[src/hdl/zcbf_pkg.sv]
package zcbf_pkg;

  localparam int LEVEL_BITS_DEF     = 16;
  localparam int TIMER_BITS_DEF     = 16;
  localparam int FILTER_SAMPLES_DEF = 4;

  localparam int POWER_W    = 16;
  localparam int ZC_DELAY_W = 15;
  localparam int IN_DATA_W  = 24;
  localparam int OUT_DATA_W = 24;

  typedef enum logic [1:0] {
    PH_CAL_RISE,
    PH_CAL_FALL,
    PH_RUN_EDGE,
    PH_RUN_DELAY
  } phase_t;

  // qualified edges from the noise filter
  typedef struct packed {
    logic rise;
    logic fall;
  } edge_t;

endpackage

[src/hdl/zero_cross_burst_fire_triac_core.sv]
// A result shows on m_tvalid after its input transaction is accepted and has passed the
// input register, then the result register; a held result register stalls it.
// Throughput: one tick per cycle; input register and result register let the
// pipeline advance whenever the result register is empty or being taken.
// Reset (rst, synchronous): clears filter, timers, accumulator and heater;
// the block restarts calibration and waits for the first qualified rising edge.
module zero_cross_burst_fire_triac_core #(
  parameter int LEVEL_BITS     = zcbf_pkg::LEVEL_BITS_DEF,
  parameter int TIMER_BITS     = zcbf_pkg::TIMER_BITS_DEF,
  parameter int FILTER_SAMPLES = zcbf_pkg::FILTER_SAMPLES_DEF
) (
  input  logic                            clk,
  input  logic                            rst,
  input  logic                            s_tvalid,
  output logic                            s_tready,
  // [0] zcd_level, [16:1] power_level, rest zero
  input  logic [zcbf_pkg::IN_DATA_W-1:0]  s_tdata,
  output logic                            m_tvalid,
  input  logic                            m_tready,
  // [0] heater_on, [1] decision_strobe, [2] calibrated, [17:3] zc_delay, rest zero
  output logic [zcbf_pkg::OUT_DATA_W-1:0] m_tdata
);

  logic                            in_valid;
  logic                            zcd_r;
  logic [zcbf_pkg::POWER_W-1:0]    power_r;
  logic                            advance;
  zcbf_pkg::edge_t                 edges;
  logic                            heater_on, decision_strobe, calibrated;
  logic [zcbf_pkg::ZC_DELAY_W-1:0] zc_delay;

  assign advance  = in_valid && (!m_tvalid || m_tready);
  assign s_tready = !in_valid || advance;

  always_ff @(posedge clk) begin
    if (rst) begin
      in_valid <= 1'b0;
    end else if (s_tready) begin
      in_valid <= s_tvalid;
    end
  end

  always_ff @(posedge clk) begin
    if (s_tvalid && s_tready) begin
      zcd_r   <= s_tdata[0];
      power_r <= s_tdata[zcbf_pkg::POWER_W:1];
    end
  end

  zcbf_filter #(
    .FILTER_SAMPLES(FILTER_SAMPLES)
  ) u_filter (
    .clk  (clk),
    .rst  (rst),
    .en   (advance),
    .raw  (zcd_r),
    .edges(edges)
  );

  zcbf_ctrl #(
    .LEVEL_BITS(LEVEL_BITS),
    .TIMER_BITS(TIMER_BITS)
  ) u_ctrl (
    .clk            (clk),
    .rst            (rst),
    .en             (advance),
    .edges          (edges),
    .power_level    (power_r),
    .heater_on      (heater_on),
    .decision_strobe(decision_strobe),
    .calibrated     (calibrated),
    .zc_delay       (zc_delay)
  );

  always_ff @(posedge clk) begin
    if (rst) begin
      m_tvalid <= 1'b0;
    end else if (advance) begin
      m_tvalid <= 1'b1;
    end else if (m_tready) begin
      m_tvalid <= 1'b0;
    end
  end

  always_ff @(posedge clk) begin
    if (advance) begin
      m_tdata <= zcbf_pkg::OUT_DATA_W'({zc_delay, calibrated, decision_strobe, heater_on});
    end
  end

endmodule

[src/hdl/zcbf_filter.sv]
module zcbf_filter #(
  parameter int FILTER_SAMPLES = zcbf_pkg::FILTER_SAMPLES_DEF
) (
  input  logic           clk,
  input  logic           rst,
  input  logic           en,
  input  logic           raw,
  output zcbf_pkg::edge_t edges
);

  localparam int CNT_W = $clog2(FILTER_SAMPLES + 1);
  localparam logic [CNT_W-1:0] LAST = CNT_W'(FILTER_SAMPLES - 1);

  logic [CNT_W-1:0] count, count_next;
  logic             level, level_next;

  always_comb begin
    count_next = count;
    level_next = level;
    edges      = '0;
    if (raw == level) begin
      count_next = '0;
    end else if (count >= LAST) begin
      count_next = '0;
      level_next = raw;
      edges.rise = raw;
      edges.fall = !raw;
    end else begin
      count_next = count + 1'b1;
    end
  end

  always_ff @(posedge clk) begin
    if (rst) begin
      count <= '0;
      level <= 1'b0;
    end else if (en) begin
      count <= count_next;
      level <= level_next;
    end
  end

endmodule

[src/hdl/zcbf_ctrl.sv]
module zcbf_ctrl #(
  parameter int LEVEL_BITS = zcbf_pkg::LEVEL_BITS_DEF,
  parameter int TIMER_BITS = zcbf_pkg::TIMER_BITS_DEF
) (
  input  logic                            clk,
  input  logic                            rst,
  input  logic                            en,
  input  zcbf_pkg::edge_t                 edges,
  input  logic [zcbf_pkg::POWER_W-1:0]    power_level,
  output logic                            heater_on,
  output logic                            decision_strobe,
  output logic                            calibrated,
  output logic [zcbf_pkg::ZC_DELAY_W-1:0] zc_delay
);

  zcbf_pkg::phase_t phase, phase_next;

  logic [TIMER_BITS-1:0] tick_counter, tick_counter_next, tick_inc;
  logic [TIMER_BITS-2:0] delay_value, delay_value_next;
  logic [LEVEL_BITS-1:0] phase_accumulator, phase_accumulator_next;
  logic [LEVEL_BITS-1:0] level;
  logic [LEVEL_BITS:0]   sum;
  logic                  heater_state, heater_state_next;
  logic                  expired;

  assign level    = LEVEL_BITS'(power_level);
  assign sum      = {1'b0, phase_accumulator} + {1'b0, level};
  assign expired  = tick_counter >= {1'b0, delay_value};
  // saturating pulse-width count
  assign tick_inc = (tick_counter != '1) ? tick_counter + 1'b1 : tick_counter;

  always_comb begin
    phase_next = phase;
    unique case (phase)
      zcbf_pkg::PH_CAL_RISE:  if (edges.rise) phase_next = zcbf_pkg::PH_CAL_FALL;
      zcbf_pkg::PH_CAL_FALL:  if (edges.fall) phase_next = zcbf_pkg::PH_RUN_EDGE;
      zcbf_pkg::PH_RUN_EDGE:  if (edges.rise) phase_next = zcbf_pkg::PH_RUN_DELAY;
      zcbf_pkg::PH_RUN_DELAY: if (expired) phase_next = zcbf_pkg::PH_RUN_EDGE;
      default:                phase_next = zcbf_pkg::PH_CAL_RISE;
    endcase
  end

  always_comb begin
    tick_counter_next      = tick_counter;
    delay_value_next       = delay_value;
    phase_accumulator_next = phase_accumulator;
    heater_state_next      = heater_state;
    decision_strobe        = 1'b0;
    unique case (phase)
      zcbf_pkg::PH_CAL_RISE: begin
        if (edges.rise) tick_counter_next = '0;
      end
      zcbf_pkg::PH_CAL_FALL: begin
        tick_counter_next = tick_inc;
        if (edges.fall) begin
          delay_value_next  = tick_inc[TIMER_BITS-1:1];
          tick_counter_next = '0;
        end
      end
      zcbf_pkg::PH_RUN_EDGE: begin
        if (edges.rise) begin
          heater_state_next = 1'b0;
          tick_counter_next = '0;
        end
      end
      zcbf_pkg::PH_RUN_DELAY: begin
        if (expired) begin
          heater_state_next      = sum[LEVEL_BITS];
          phase_accumulator_next = sum[LEVEL_BITS-1:0];
          decision_strobe        = 1'b1;
          tick_counter_next      = '0;
        end else begin
          tick_counter_next = tick_counter + 1'b1;
        end
      end
      default: begin
        tick_counter_next = '0;
      end
    endcase
  end

  assign heater_on  = heater_state_next;
  assign calibrated = (phase_next == zcbf_pkg::PH_RUN_EDGE) ||
                      (phase_next == zcbf_pkg::PH_RUN_DELAY);
  assign zc_delay   = zcbf_pkg::ZC_DELAY_W'(delay_value_next);

  always_ff @(posedge clk) begin
    if (rst) begin
      phase             <= zcbf_pkg::PH_CAL_RISE;
      tick_counter      <= '0;
      delay_value       <= '0;
      phase_accumulator <= '0;
      heater_state      <= 1'b0;
    end else if (en) begin
      phase             <= phase_next;
      tick_counter      <= tick_counter_next;
      delay_value       <= delay_value_next;
      phase_accumulator <= phase_accumulator_next;
      heater_state      <= heater_state_next;
    end
  end

endmodule

[config.mk]
export PLATFORM = sky130hd
export DESIGN_NAME = zero_cross_burst_fire_triac_core
export DESIGN_NICKNAME = d
export VERILOG_FILES = /design/src/hdl/zcbf_pkg.sv /design/src/hdl/zero_cross_burst_fire_triac_core.sv /design/src/hdl/zcbf_filter.sv /design/src/hdl/zcbf_ctrl.sv
export SDC_FILE = /design/constraint.sdc
export NUM_CORES = 1
export LEC_CHECK = 0
export BUFFER_PORTS_ARGS = -buffer_cell sky130_fd_sc_hd__buf_2
export CAP_MARGIN = 25
export CORE_AREA = 2 2 134 136
export DETAILED_ROUTE_END_ITERATION = 8
export DIE_AREA = 0 0 136 138
export SYNTH_ARGS = -nofsm -noshare
export SYNTH_HDL_FRONTEND = slang
export SYNTH_HIERARCHICAL = 1
export SYNTH_SLANG_ARGS = --single-unit
export TNS_END_PERCENT = 30
[constraint.sdc]
create_clock -name clk -period 6.7 [get_ports clk]
set_input_delay 0.335 -clock clk [delete_from_list [all_inputs] [get_ports clk]]
set_output_delay 0.335 -clock clk [all_outputs]
set_load 0.005 [all_outputs]
==> out/summary.log <==
[status] status complete, no violations
[layout] final core occ 32.9%
[route] First DRT Iteration DRCs 246
[sta] setup_tns 0 ns
[sta] worst setup margin 3.64 ns
[route] number of remaining DRC errors 0
[setup_path] setup slack of the worst register-to-register path 3.64 ns
[die] effective utilization at floorplan 28.9%
[sta] final hold viol count 0
[route] detailed-route wire length per cell 13.7 um
[setup_path] family with the most delay on the worst path simple AND/OR/NAND/NOR gates
[hold_path] class of the tightest hold or removal check input pin to flop
[power_and_ir_drop] peak supply drop 0.143 mV
[setup_path] startpoint of the lowest-slack register-to-register path u_ctrl/tick_counter[14]
[setup_path] R2R depth 7
[die] die footprint 0.0188 mm2
[logic_synthesis] flop and latch count out of synthesis 91
[logic_synthesis] number of instances in the synthesized netlist 526
[sta] final slew viol count 0
[setup_path] CP Launch Type flop
[power_and_ir_drop] net switching power 264 uW
[setup_path] Data required, critical path 6.96 ns
[setup_path] Crit Path Max Fanout 21
[power_and_ir_drop] switching share of power 22.5%
[die] number of placement rows 49
[cts] postcts setup bufs 0
[setup_path] cell at the slowest stage of the critical path a31oi_4
[die] CORE AREA 0.0175 mm2
[hold_path] worst hold endpoint power_r[15]
[cts] Root Buffer clkbuf_16
[placed_design] post-placement setup slack 3.62 ns
[route] via total after detailed routing 3866
[sta] slew at the pin closest to its max-slew limit 0.911 ns
[power_and_ir_drop] Cell Pwr Density 204 mW/mm2
[cts] number of cells upsized or downsized after cts 0
[cts] number of clock sinks 91
[global_routing] via count of the first global-routing pass 3669
[layout] leading cell types in the layout, fill and taps excluded dfxtp_1, nor2_1, buf_2, nand2_1, edfxtp_1
[hold_path] Hold Path Depth 1
[die] Die Y-Extent 138 um
[logic_synthesis] number of warning messages in the yosys log 6
[logic_synthesis] fraction of registers with async set or reset after synthesis 0%
[sta] post-layout min period 3.06 ns
[logic_synthesis] most used flip-flop cell after synthesis dfxtp_1
[cts] CTS buffer count 9
[logic_synthesis] sequential element share of the synthesized area 42.8%
[layout] number of nets in the layout 625
[power_and_ir_drop] leakage power 0.00220 uW
[global_routing] wire length of the first global-routing pass 18200 um
[cts] number of buffers added to fix hold violations after cts 0
[route] ratio of routed vias to standard cells 4.86
[die] I/O pin cnt 54
[setup_path] start point of the critical path u_ctrl/tick_counter[14]
[global_routing] largest net degree at the start of global routing 51
[setup_path] kind of critical path flop to flop
[placed_design] Post-Place Cell Area 0.00547 mm2
[placed_design] global placer's final weighted congestion 0.814
[cts] H-tree lvl count 3
[job] # Max-Cap Violations 0
[power_and_ir_drop] clock network power share 43.9%
[power_and_ir_drop] internal power component 910 uW
[layout] post-route standard cell area excluding fillers 0.00577 mm2
[sta] max_slew headroom 39.1%
[logic_synthesis] total standard cell area after synthesis 0.00507 mm2
[sta] maximum clock frequency 327 MHz
[sta] final count of negative-setup-slack endpoints 0
[global_routing] overall routing resource usage 12.2%
[setup_path] Arr. time, crit path 3.32 ns
[layout] Fill cells 1795
[setup_path] critical path endpoint category flop
[cts] CTS tree done
[placed_design] count of input and output buffers 40
[hold_path] start point of the worst min-delay path s_tdata[16]
[setup_path] end of the worst register-to-register path u_ctrl/phase_accumulator[14]
[cts] maximum buffer depth of the clock tree 2
[logic_synthesis] Post-Synthesis Mean Instance Area 9.65 um2
[route] drt first pass iters 4
[power_and_ir_drop] fraction of power consumed by sequential logic 50.5%
[setup_path] worst stage delay on the critical path 0.67 ns
[global_routing] grt ovf 0
[global_routing] number of antenna violations at the first check in global routing 0
[logic_synthesis] number of library cell types mapped by synthesis 69
[layout] relative area change from synthesis to final layout 13.6%
[die] die outline width 136 um
[sta] largest clock skew in the final design 0.00763 ns
[setup_path] cell-by-cell listing of the critical path ha_1 > and3_1 > nor3b_2 > or4b_4 > a31oi_4 > nand2b_1 > o32ai_1
[route] wire length reported by the detailed router 10900 um
[placed_design] Final HPWL DP 7620 um
[sta] setup repair after global routing missed its margin false
[layout] # diodes 0
[cts] register clock-pin slew on the reported worst setup and hold paths 0.07 ns
[sta] final cycle utilization of the critical path 45.7%
[route] post-route ant nets 0
[layout] share of layout cells above drive strength 1 14.1%
[cts] insertion delay to the later sink of the worst-skew pair 0.36 ns
[power_and_ir_drop] Comb power frac 5.5%
[setup_path] combined buffer and inverter count along the critical path 0
[power_and_ir_drop] Design Power 1170 uW
[logic_synthesis] number of enable flip-flop cells after synthesis 35
==> layer usage <==
| metal | routed length, um | vias to the layer above | share of wire, % | global-route usage, % |
|---|---|---|---|---|
| met5 | 0 | - | 0 | 0 |
| met4 | 254 | 0 | 2.3 | 5.37 |
| met3 | 424 | 15 | 3.9 | 2.38 |
| met2 | 4930 | 74 | 45 | 18.9 |
| met1 | 5280 | 1780 | 48 | 16.3 |
| li1 | - | 1997 | - | - |
==> worst max path at each step <==
stage	endpoint	cells past startpoint
6_report	u_ctrl/phase_accumulator[14]	7
3_5_place_dp	u_ctrl/phase_accumulator[14]	7
5_1_grt	u_ctrl/phase_accumulator[14]	7
2_1_floorplan	u_ctrl/delay_value[12]	11
4_1_cts	u_ctrl/phase_accumulator[14]	7
3_3_place_gp	u_ctrl/phase_accumulator[14]	8
==> through the flow <==
stage	std cells	hold WS [ns]
2_1_floorplan	531	0.397
3_3_place_gp	780	0.477
3_5_place_dp	780	0.481
4_1_cts	796	0.138
5_1_grt	796	0.142
6_report	796	0.152
==> worst reg2reg max path, cell delays in order (launching register included) <==
cell	delay, ns
dfxtp_1	0.38
ha_1	0.36
and3_1	0.18
nor3b_2	0.24
or4b_4	0.55
a31oi_4	0.67
nand2b_1	0.30
o32ai_1	0.28
==> cell usage after synthesis, types with 4 or more instances <==
library cell,instances,share of area (%)
o21a_1,5,0.74
dfxtp_1,56,22
nand2_1,38,2.8
and4_1,5,0.86
xnor2_1,11,1.9
edfxtp_1,35,21
nor3b_1,4,0.59
nand3_1,14,1.4
clkbuf_1,10,0.74
mux2i_1,14,2.8
nand2b_1,12,1.5
inv_1,27,2.0
o22ai_1,5,0.62
and3_1,11,1.4
a31oi_1,10,1.2
nor2_1,56,4.1
a21oi_1,22,2.2
or3_1,7,0.86
a211oi_1,12,1.8
nand4_1,7,0.86
nor3_1,12,1.2
ha_1,34,8.4
o21ai_0,22,2.2
a21o_1,9,1.3
a311oi_1,8,1.4
buf_4,6,0.89
xor2_1,9,1.6
==> flip-flops by register name, indices dropped and copies added, names as in the netlist <==
signal / cells
u_filter/count: 3
u_filter/level: 1
in_valid: 1
u_ctrl/heater_state: 1
u_ctrl/delay_value: 15
zcd_r: 1
power_r: 16
u_ctrl/tick_counter: 16
u_ctrl/phase_accumulator: 16
u_ctrl/phase: 2
m_tdata: 18
m_tvalid: 1
==> power groups by stage <==
stage,Combinational (uW),Clock [uW],Sequential (uW)
2_1_floorplan,45.6,0,604
3_3_place_gp,65.1,0,606
3_5_place_dp,65.3,0,606
4_1_cts,65.7,529,594
5_1_grt,73.1,555,594
6_report,64.9,516,593
==> final cells by class <==
type | instances | area [um2] | area share, %
well taps | 229 | 287 | 4.97
multi-input cells | 391 | 2700 | 46.7
inverters | 27 | 101 | 1.76
flip-flops and latches | 91 | 2170 | 37.7
clock inverters | 5 | 52.6 | 0.911
repair buffers | 42 | 215 | 3.73
clock buffers | 11 | 243 | 4.21
==> logic make-up (layout without fill, tap and decap cells) <==
kind of cell	Yosys count	count (layout)	synth area share (%)
compound gates	129	129	18.6
buf+inv	49	85	4.46
other cells	1	6	0.0739
xor+xnor	20	20	3.45
flops	91	91	42.8
mux	15	15	2.98
fa+ha+maj	35	35	8.78
simple gates	186	186	18.8
(Power assumes the default switching activity.)
